`src/hw/rtl/vsa_pkg.sv`:
```
// Shared types and constants for the voice steal allocator.
// Holds the command codes and the item and result structs.
// No dependencies.
package vsa_pkg;

  // Field widths of the item and result
  localparam int POS_W   = 16;
  localparam int CMD_W   = 2;
  localparam int RV_W    = 4;
  localparam int VIDX_W  = 4;

  // Command codes
  localparam logic [CMD_W-1:0] CMD_PLAY     = 2'd0;
  localparam logic [CMD_W-1:0] CMD_RELEASE  = 2'd1;
  localparam logic [CMD_W-1:0] CMD_LISTENER = 2'd2;

  typedef struct packed {
    logic [CMD_W-1:0]        cmd;
    logic signed [POS_W-1:0] pos_x;
    logic signed [POS_W-1:0] pos_y;
    logic signed [POS_W-1:0] pos_z;
    logic                    is_relative;
    logic [RV_W-1:0]         release_voice;
  } item_t;

  typedef struct packed {
    logic              granted;
    logic [VIDX_W-1:0] voice_index;
    logic              was_stolen;
  } result_t;

endpackage

```
`src/hw/rtl/voice_steal_allocator.sv`:
```
// Voice allocator with distance-based stealing, top level.
// Keeps voice positions in a one-port synchronous memory and scans it on steal.
// Depends on vsa_pkg.
//
//  channel  | handshake                  | payload
//  ---------+----------------------------+-------------------------------------
//  item     | item_valid / item_stall    | item_t: cmd, position, flag, voice
//  result   | result_valid / result_stall| result_t: granted, index, stolen
//
// Release and listener items are taken in the idle step. A play request with an
// idle voice passes accept, priority pick and write back. With every voice busy
// the voice memory is read once per voice, and one more slot carries the new
// sound, through a four-stage distance pipeline. Reset clears busy flags,
// listener position and control; voice memory holds garbage until a play writes
// it. A stalled result blocks only the next play result; the item side stays open
// while the block is idle.
module voice_steal_allocator
  import vsa_pkg::*;
#(
  parameter int NUM_VOICES = 16,
  parameter int COORD_BITS = 16
) (
  input  logic    clk,
  input  logic    rst,
  input  logic    item_valid,
  output logic    item_stall,
  input  item_t   item,
  output logic    result_valid,
  input  logic    result_stall,
  output result_t result
);

  localparam int CW    = COORD_BITS;
  localparam int RAW_W = (CW > POS_W) ? CW : POS_W;
  localparam int VW    = (NUM_VOICES > 1) ? $clog2(NUM_VOICES) : 1;
  localparam int CNT_W = $clog2(NUM_VOICES + 1);
  localparam int SQ_W  = 2 * CW + 1;
  localparam int DW    = SQ_W + 2;
  localparam int MEM_W = 1 + 3 * CW;
  localparam logic [CNT_W-1:0] LAST_SLOT = CNT_W'(NUM_VOICES);

  localparam logic [1:0] ST_IDLE  = 2'd0;
  localparam logic [1:0] ST_ALLOC = 2'd1;
  localparam logic [1:0] ST_SCAN  = 2'd2;
  localparam logic [1:0] ST_EMIT  = 2'd3;

  logic [1:0] state;

  // Busy flags and listener position
  logic [NUM_VOICES-1:0] busy;
  logic signed [CW-1:0]  lx, ly, lz;

  // Captured request
  logic signed [CW-1:0]  req_x, req_y, req_z;
  logic                  req_rel;

  // Pending result
  logic                  res_grant;
  logic [VW-1:0]         res_idx;
  logic                  res_stolen;

  // Voice memory: {rel, x, y, z}
  logic [MEM_W-1:0]      mem [NUM_VOICES];
  logic [MEM_W-1:0]      rd_data;
  logic                  rd_en;

  // Scan control and pipeline
  logic [CNT_W-1:0]      issue_cnt;
  logic                  issue_end;
  logic                  rd_vld;
  logic [CNT_W-1:0]      rd_idx;
  logic                  d_vld;
  logic [CNT_W-1:0]      d_idx;
  logic                  d_rel;
  logic signed [CW:0]    d_x, d_y, d_z;
  logic                  m_vld;
  logic [CNT_W-1:0]      m_idx;
  logic                  m_rel;
  logic [SQ_W-1:0]       m_x, m_y, m_z;
  logic                  s_vld;
  logic [CNT_W-1:0]      s_idx;
  logic                  s_rel;
  logic [DW-1:0]         s_sum;
  logic [DW-1:0]         best;
  logic [VW-1:0]         sel;
  logic                  sel_rel;

  // Input coordinates, read as signed CW-bit values
  logic [RAW_W-1:0]      raw_x, raw_y, raw_z;
  logic signed [CW-1:0]  in_x, in_y, in_z;

  assign raw_x = RAW_W'($unsigned(item.pos_x));
  assign raw_y = RAW_W'($unsigned(item.pos_y));
  assign raw_z = RAW_W'($unsigned(item.pos_z));
  assign in_x  = signed'(raw_x[CW-1:0]);
  assign in_y  = signed'(raw_y[CW-1:0]);
  assign in_z  = signed'(raw_z[CW-1:0]);

  logic item_take;
  logic out_free;
  assign item_stall = (state != ST_IDLE);
  assign item_take  = item_valid && !item_stall;
  assign out_free   = !result_valid || !result_stall;

  // Lowest idle voice
  logic          free_any;
  logic [VW-1:0] free_idx;
  always_comb begin
    free_any = ~&busy;
    free_idx = '0;
    for (int i = NUM_VOICES - 1; i >= 0; i--) begin
      if (!busy[i]) free_idx = VW'(i);
    end
  end

  // Distance pipeline source: memory entry or the new sound
  logic                 src_req;
  logic signed [CW-1:0] src_x, src_y, src_z;
  logic                 src_rel;
  always_comb begin
    src_req = (rd_idx == LAST_SLOT);
    src_rel = src_req ? req_rel : rd_data[MEM_W-1];
    src_x   = src_req ? req_x : signed'(rd_data[3*CW-1:2*CW]);
    src_y   = src_req ? req_y : signed'(rd_data[2*CW-1:CW]);
    src_z   = src_req ? req_z : signed'(rd_data[CW-1:0]);
  end

  logic signed [2*CW+1:0] sq_x, sq_y, sq_z;
  assign sq_x = (2*CW+2)'(d_x) * (2*CW+2)'(d_x);
  assign sq_y = (2*CW+2)'(d_y) * (2*CW+2)'(d_y);
  assign sq_z = (2*CW+2)'(d_z) * (2*CW+2)'(d_z);

  // Voice memory: registered read, single write
  assign rd_en = (state == ST_SCAN) && !issue_end && (issue_cnt < LAST_SLOT);
  always_ff @(posedge clk) begin
    if (rd_en) begin
      rd_data <= mem[issue_cnt[VW-1:0]];
    end
    if (state == ST_EMIT && out_free && res_grant) begin
      mem[res_idx] <= {req_rel, req_x, req_y, req_z};
    end
  end

  // Distance pipeline datapath
  always_ff @(posedge clk) begin
    d_idx <= rd_idx;
    d_rel <= src_rel;
    d_x   <= (CW+1)'(src_x) - (CW+1)'(lx);
    d_y   <= (CW+1)'(src_y) - (CW+1)'(ly);
    d_z   <= (CW+1)'(src_z) - (CW+1)'(lz);
    m_idx <= d_idx;
    m_rel <= d_rel;
    m_x   <= sq_x[SQ_W-1:0];
    m_y   <= sq_y[SQ_W-1:0];
    m_z   <= sq_z[SQ_W-1:0];
    s_idx <= m_idx;
    s_rel <= m_rel;
    s_sum <= DW'(m_x) + DW'(m_y) + DW'(m_z);
  end

  // Sequencer, busy flags, listener and result register
  always_ff @(posedge clk) begin
    if (rst) begin
      state        <= ST_IDLE;
      busy         <= '0;
      lx           <= '0;
      ly           <= '0;
      lz           <= '0;
      issue_cnt    <= '0;
      issue_end    <= 1'b1;
      rd_vld       <= 1'b0;
      d_vld        <= 1'b0;
      m_vld        <= 1'b0;
      s_vld        <= 1'b0;
      result_valid <= 1'b0;
    end else begin
      d_vld <= rd_vld;
      m_vld <= d_vld;
      s_vld <= m_vld;

      // Drop a delivered result unless the emit step loads the next one
      if (result_valid && !result_stall && state != ST_EMIT) result_valid <= 1'b0;

      // Issue one memory slot per cycle while scanning
      rd_vld <= (state == ST_SCAN) && !issue_end;
      if (state == ST_SCAN && !issue_end) begin
        rd_idx <= issue_cnt;
        if (issue_cnt == LAST_SLOT) issue_end <= 1'b1;
        else issue_cnt <= issue_cnt + 1'b1;
      end

      case (state)
        ST_IDLE: begin
          if (item_take) begin
            req_x   <= in_x;
            req_y   <= in_y;
            req_z   <= in_z;
            req_rel <= item.is_relative;
            case (item.cmd)
              CMD_PLAY: state <= ST_ALLOC;
              CMD_RELEASE: begin
                if (int'(item.release_voice) < NUM_VOICES) begin
                  busy[VW'(item.release_voice)] <= 1'b0;
                end
              end
              CMD_LISTENER: begin
                lx <= in_x;
                ly <= in_y;
                lz <= in_z;
              end
              default: ;
            endcase
          end
        end
        ST_ALLOC: begin
          res_idx    <= free_idx;
          res_grant  <= free_any;
          res_stolen <= 1'b0;
          if (free_any) begin
            state <= ST_EMIT;
          end else begin
            issue_cnt <= '0;
            issue_end <= 1'b0;
            state     <= ST_SCAN;
          end
        end
        ST_SCAN: begin
          // Track the farthest voice, then weigh it against the new sound
          if (s_vld) begin
            if (s_idx == '0) begin
              best    <= s_sum;
              sel     <= '0;
              sel_rel <= s_rel;
            end else if (s_idx != LAST_SLOT) begin
              if (s_sum > best && !s_rel) begin
                best    <= s_sum;
                sel     <= s_idx[VW-1:0];
                sel_rel <= 1'b0;
              end
            end else begin
              res_grant  <= (best > s_sum) && !sel_rel;
              res_stolen <= (best > s_sum) && !sel_rel;
              res_idx    <= ((best > s_sum) && !sel_rel) ? sel : '0;
              state      <= ST_EMIT;
            end
          end
        end
        ST_EMIT: begin
          if (out_free) begin
            result_valid       <= 1'b1;
            result.granted     <= res_grant;
            result.voice_index <= res_grant ? VIDX_W'(res_idx) : '0;
            result.was_stolen  <= res_stolen;
            if (res_grant) busy[res_idx] <= 1'b1;
            state <= ST_IDLE;
          end
        end
        default: state <= ST_IDLE;
      endcase
    end
  end

  // A new result is loaded only on leaving the emit step
  a_result_from_emit: assert property (@(posedge clk) disable iff (rst)
    $rose(result_valid) |-> $past(state == ST_EMIT))
    else $error("result raised outside emit step");

  // A steal happens only with every voice busy
  a_steal_all_busy: assert property (@(posedge clk) disable iff (rst)
    (state == ST_EMIT && res_grant && res_stolen) |-> (&busy))
    else $error("steal with an idle voice present");

  // Memory slots are issued only while scanning
  a_issue_in_scan: assert property (@(posedge clk) disable iff (rst)
    rd_vld |-> $past(state == ST_SCAN))
    else $error("memory slot issued outside scan");

  // A refused request reports index zero and no steal
  a_refuse_clean: assert property (@(posedge clk) disable iff (rst)
    (result_valid && !result.granted) |-> (result.voice_index == '0 && !result.was_stolen))
    else $error("refused request carries index or steal flag");

endmodule

```
`config.mk`:
```
export PLATFORM = sky130hd
export DESIGN_NAME = voice_steal_allocator
export DESIGN_NICKNAME = d
export VERILOG_FILES = /design/src/hw/rtl/vsa_pkg.sv /design/src/hw/rtl/voice_steal_allocator.sv
export SDC_FILE = /design/constraint.sdc
export NUM_CORES = 2
export LEC_CHECK = 0
export ABC_AREA = 0
export BUFFER_PORTS_ARGS = -buffer_cell sky130_fd_sc_hd__buf_2
export CAP_MARGIN = 10
export CORE_AREA = 2 2 385 387
export DETAILED_ROUTE_END_ITERATION = 12
export DIE_AREA = 0 0 387 389
export GPL_TIMING_DRIVEN = 0
export HOLD_SLACK_MARGIN = 0.05
export PLACE_DENSITY_LB_ADDON = 0.1
export RECOVER_POWER = 25
export SETUP_SLACK_MARGIN = 0.15
export SLEW_MARGIN = 15
export SYNTH_ARGS = -nofsm -noshare
export SYNTH_HDL_FRONTEND = slang
export SYNTH_SLANG_ARGS = --single-unit
```
`constraint.sdc`:
```
create_clock -name clk -period 6.5 [get_ports clk]
set_input_delay 0.65 -clock clk [delete_from_list [all_inputs] [get_ports clk]]
set_output_delay 0.65 -clock clk [all_outputs]
set_load 0.02 [all_outputs]
```
Yosys cells after proc, flatten, opt, wreduce, memory -nomap -nowiden
Memory sizes are Yosys's and may differ from the RTL's. A register that Yosys moved wholly into a read port is not among the register bits.
Cells that the tools add are included.
- bits in registers: 386
- bits in writable memories: 784
- input bits: 59
- output and inout bits: 8
- logic and storage cells: 181
- memories: 1
- memories (memory ; words ; width ; read ports ; clocked after Yosys merged registers in ; wr ports ; line ; text):
    mem ; 16 ; 49 ; 1 ; 1 ; 1 ; voice_steal_allocator.sv:63 ; logic [MEM_W-1:0] mem [NUM_VOICES];
- add/subtract/negate cells: 6
- multiply operators: 3
- magnitude comparators: 7
- eq/ne operators: 17
- mux-type cells: 68
- bitwise gates (word level): 4
- reductions and logical operators: 36
- operator list (operator ; number):
    two-way mux 16 bit ; 7
    two-way mux 35 bit ; 3
    multiplier 17 x 17 -> 33 bit ; 3
    two-way mux 4 bit ; 22
    > comparator 35 bit ; 2
    subtractor 16 x 16 -> 17 bit ; 3
    adder 34 x 33 -> 35 bit ; 1
    adder 33 x 33 -> 34 bit ; 1
    one-hot mux 16 bit (2 select lines) ; 1
    two-way mux 5 bit ; 4
    two-way mux 1 bit ; 19
    bitwise AND 16 bit ; 1
    inverter 16 bit ; 1
    bitwise OR 16 bit ; 1
    AND reduction 16 bit ; 1
    AND reduction 5 bit ; 3
    != test 2 bit, second input constant ; 7
    two-way mux 2 bit ; 6
    logical AND 1 bit ; 11
    == test 5 bit, second input constant ; 2
    less-than comparator 4 x 5 -> 1 bit, second input constant ; 2
    nonzero test 2 bit ; 5
    AND reduction 3 bit ; 3
    demux 1 bit (select 4 bit) ; 2
    17 further kinds ; 30

Logic depth before layout (Yosys ltp)
- word-level depth: 17
- gate-level depth with buffers: 27
- gate-level depth less buffers: 25

Least setup slack after synthesis
Ideal clock, no wire load.
- path kind: reg-to-reg
- from: register d_z[2]
- to: register m_z[27]
- library setup time: 72 ps
- data arrival time: 6225 ps
- data required time: 6428 ps
- slack: 203 ps
- cell stages (with the launch flop): 26
- buffers on the path: 2
- period minus slack after synthesis: 6297 ps
- cells stage by stage: dfxtp_1 -> clkbuf_1 -> clkbuf_1 -> nand2_1 -> fa_1 -> inv_1 -> fa_1 -> inv_1 -> fa_1 -> inv_1 -> fa_1 -> fa_1 -> inv_1 -> fa_1 -> inv_1 -> ha_1 -> a21o_1 -> a21o_1 -> a221oi_1 -> a21boi_0 -> o21ai_0 -> a211o_1 -> and2_1 -> o21a_1 -> nor2_1 -> xnor2_1
- longest elaborated chain between the ends: 1
- RTL lines (what ; line ; text):
    from (decl) ; voice_steal_allocator.sv:75 ; logic signed [CW:0] d_x, d_y, d_z;
    from (signal assigned) ; voice_steal_allocator.sv:150 ; d_z <= (CW+1)'(src_z) - (CW+1)'(lz);
    multiplier 17 x 17 -> 33 bit ; voice_steal_allocator.sv:131 ; assign sq_z = (2*CW+2)'(d_z) * (2*CW+2)'(d_z);
    via sq_z[27] ; voice_steal_allocator.sv:128 ; logic signed [2*CW+1:0] sq_x, sq_y, sq_z;
    to (signal assigned) ; voice_steal_allocator.sv:155 ; m_z <= sq_z[SQ_W-1:0];
    to (decl) ; voice_steal_allocator.sv:79 ; logic [SQ_W-1:0] m_x, m_y, m_z;
The timed path passes the listed nets, and every way through them passes these cells.
A chain may end at the register's enable or synchronous reset.

Final worst setup path
- from: register d_y[2]
- to: register m_y[31]
- longest elaborated chain between the ends: 1
- RTL lines (what ; line ; text):
    from (decl) ; voice_steal_allocator.sv:75 ;
    from (signal assigned) ; voice_steal_allocator.sv:149 ; d_y <= (CW+1)'(src_y) - (CW+1)'(ly);
    multiplier 17 x 17 -> 33 bit ; voice_steal_allocator.sv:130 ; assign sq_y = (2*CW+2)'(d_y) * (2*CW+2)'(d_y);
    via sq_y[31] ; voice_steal_allocator.sv:128 ;
    to (signal assigned) ; voice_steal_allocator.sv:154 ; m_y <= sq_y[SQ_W-1:0];
    to (decl) ; voice_steal_allocator.sv:79 ;
The timed path passes the listed nets, and every way through them passes these cells.

==> results.sh <==
export IMPL_status="complete, but fails checks"
export IMPL_violations="setup timing"
export IMPL_yosys_top_cells_area="edfxtp_1, fa_1, dfxtp_1, mux4_2, ha_1"
export IMPL_synth_cell_types=76
export IMPL_grtUsageTotal=0.2496
export IMPL_drive_gt1_frac=0.1576
export IMPL_fp_dieW_um=387
export IMPL_yosys_area_share_simple=0.06271
export IMPL_cpPeakStageDelay_ns=0.55
export IMPL_min_delay_start="item[19]"
export IMPL_fin_util=0.5896
export IMPL_critPathMaxFanout=6
export IMPL_fmax_mhz=153.6
export IMPL_initial_core_util=0.5172
export IMPL_worstSetupStartpoint="d_y[2]$_DFF_P_"
export IMPL_dpl_cell_area_um2=79890
export IMPL_n_fill_cell=11830
export IMPL_maxSlewHeadroom=0.2171
export IMPL_cts_tree="done"
export IMPL_synth_seq_cells=1216
export IMPL_dieArea_um2=150500
export IMPL_cts_buffer_depth=3
export IMPL_drtAntennaViolNets=0
export IMPL_worst_slack_ns=-0.01194
export IMPL_drc=0
export IMPL_drv_cap=0
export IMPL_dp_hpwl_um=137400
export IMPL_grt_ovfl_total=0
export IMPL_fin_crit_ns=6.512
export IMPL_critPathSlowestCell="fa_1"
export IMPL_synthDominantCellAreaShare=0.3719
export IMPL_ios=67
export IMPL_hold_violations=0
export IMPL_synth_seq_area_share=0.4450
export IMPL_synth_top_area_cell="edfxtp_1"
export IMPL_ys_async_sr_fraction=0
export IMPL_r2r_start="d_y[2]$_DFF_P_"
export IMPL_cp_start_kind="flip-flop"
export IMPL_synth_common_cells="inv_1, edfxtp_1, fa_1"
export IMPL_crit_top_cell="fa_1"
export IMPL_clock_sinks=1216
export IMPL_num_vias=44300
export IMPL_synth_compound_area_frac=0.04398
export IMPL_arrival_ns=7.13
export IMPL_crit_chain="clkbuf_16 -> clkbuf_16 -> nand2_8 -> inv_4 -> fa_1 -> inv_2 -> fa_1 -> inv_1 -> fa_1 -> fa_1 -> fa_1 -> inv_1 -> fa_1 -> inv_2 -> ha_4 -> a21oi_4 -> o21ai_4 -> or4_4 -> o311a_4 -> a211o_1 -> a31oi_4 -> o21ai_2 -> xor2_2"
export IMPL_clkLatencyLatePin_ns=0.78
export IMPL_fin_crit_sh=1.002
export IMPL_cp_end_kind="flip-flop"
export IMPL_synthXorXnorAreaFrac=0.02333
export IMPL_synth_warnings=0
export IMPL_synth_area_mux_share=0.08071
export IMPL_row_count=141
export IMPL_initialDrtViolationCount=3370
export IMPL_grt_pass1_wl_um=279200
export IMPL_maxSlewViolCount=0
export IMPL_die_h_um=389
export IMPL_worst_pin_slew_ns=1.174
export IMPL_core_area_um2=146600
export IMPL_finalNetCount=7371
export IMPL_grt_max_degree=30
export IMPL_hold_class="in2reg"
export IMPL_cp_top_family="adder cells"
export IMPL_io_buffers=63
export IMPL_fin_worst_skew_ns=0.03389
export IMPL_place_ws_ns=-2.063
export IMPL_setup_violations=2
export IMPL_avgSynthCellArea_um2=13.21
export IMPL_antenna_found_initial=5
export IMPL_drt_wl_total_um=183500
export IMPL_synthCells=5738
export IMPL_syn2layout_area_growth_pct=14.01
export IMPL_synth_edf_count=939
export IMPL_place_gp_congestion=0.8768
export IMPL_cts_root_buf="clkbuf_16"
export IMPL_via_per_inst=5.438
export IMPL_critical_path_class="reg2reg"
export IMPL_synthAdderAreaFrac=0.2794
export IMPL_grt_setup_unrepaired="yes"
export IMPL_path_buf_inv=7
export IMPL_synthesis_area_um2=75820
export IMPL_ys_flop_type="edfxtp_1"
export IMPL_post_drt_wl_per_cell_um=22.52
export IMPL_clkSlewWorstSetupHoldPaths_ns=0.06
export IMPL_cts_made_buffers=132
export IMPL_worstPathRequired_ns=7.12
export IMPL_grt_pass1_vias=46690
export IMPL_synth_top_family_by_area="adder cells"
export IMPL_synth_most_common_cell="inv_1"
export IMPL_stdcell_area_um2=86440
export IMPL_ctsHtreeMaxLevel=4
export IMPL_firstDrtPassIters=7
[stage by stage]
step | instances | TNS (ns) | hold slack (ns)
after global routing | 8144 | -0.6673 | 0.1065
after floorplan | 5740 | 0 | 0.3096
after global placement | 7733 | -963.02 | 0.3117
after detailed placement | 7803 | -35.48 | 0.3121
after CTS | 8092 | -0.1295 | 0.05145
final | 8146 | -0.01968 | 0.1469
[layer usage]
layer | global-route usage | share of wire | vias to the layer above
li1 | - | - | 19880
met1 | 0.3369 | 0.41 | 22960
met2 | 0.4166 | 0.50 | 1191
met3 | 0.04160 | 0.062 | 262
met4 | 0.07807 | 0.029 | 2
met5 | 0 | 0.00011 | -
[cell type report]
type | instances | area (um^2) | area share
flip-flops and latches | 1216 | 33860 | 0.3917
plain buffers | 165 | 1201 | 0.01390
clock inverters | 66 | 729.5 | 0.008439
well taps | 1930 | 2415 | 0.02794
diodes | 4 | 10.01 | 0.0001158
multi-input cells | 3215 | 37980 | 0.4393
inverters | 1144 | 4314 | 0.04991
clock buffers | 170 | 3591 | 0.04154
repair buffers | 236 | 2340 | 0.02707
[logic make-up after synthesis]
kind of cell | Yosys count
flip-flops | 1216
adder cells (fa/ha/maj) | 1202
XOR/XNOR | 202
buffers and inverters | 1309
other | 1
AND/OR/NAND/NOR | 994
AO/OA/AOI/OAI | 515
multiplexers | 299
[path summary, 6_finish.rpt]
check        depth (start not counted)                   to  slack (ns)
max                                 23      m_y[31]$_DFF_P_       -0.01
min                                  1  req_z[14]$_DFFE_PP_        0.15
max reg2reg                         23      m_y[31]$_DFF_P_       -0.01
min reg2reg                          0     m_idx[2]$_DFF_P_        0.33
[flip-flops by register name (all words and copies together) (netlist names), 6 cells and up]
signal,cells
best,35
req_y,16
req_x,16
ly,16
result,6
d_z,17
lz,16
mem,784
s_sum,35
d_x,17
m_z,32
lx,16
m_y,32
req_z,16
rd_data,49
busy,16
d_y,17
m_x,32
[layout by cell type (no fill, tap or decap), types with 17 or more instances in the layout]
master	Yosys	final
a21o_1	77	77
a21oi_1	189	174
and2_1	168	158
and3_1	19	18
buf_12	0	24
buf_16	0	22
buf_2	0	18
buf_4	0	112
buf_6	0	21
clkbuf_1	146	148
clkbuf_16	0	143
clkbuf_2	0	20
clkbuf_8	0	25
clkinv_2	0	26
dfxtp_1	277	237
dfxtp_4	0	28
edfxtp_1	939	939
fa_1	818	792
fa_2	0	26
ha_1	384	367
inv_1	1144	1121
inv_2	0	17
mux2_2	49	49
mux4_2	245	245
nand2_1	394	382
nand2b_1	26	25
nand3_1	40	40
nand4_1	19	19
nor2_1	174	154
nor2b_1	61	59
nor3_1	41	35
o21a_1	21	21
o21ai_0	76	68
xnor2_1	159	155
xor2_1	43	41
[what timing repair did]
| action | CTS | global route |
|---|---|---|
| cloned | 1 | 0 |
| hold buffers | 12 | 0 |
| endpoints found under the hold margin | 12 | 0 |
| setup endpoints to repair | 51 | 26 |
| pin swaps | 52 | 64 |
| gates resized for setup | 309 | 157 |
| buffers inserted | 40 | 49 |
Power is not shown: default switching activity piles up to over one toggle a cycle in this logic, so the estimate is an artifact.
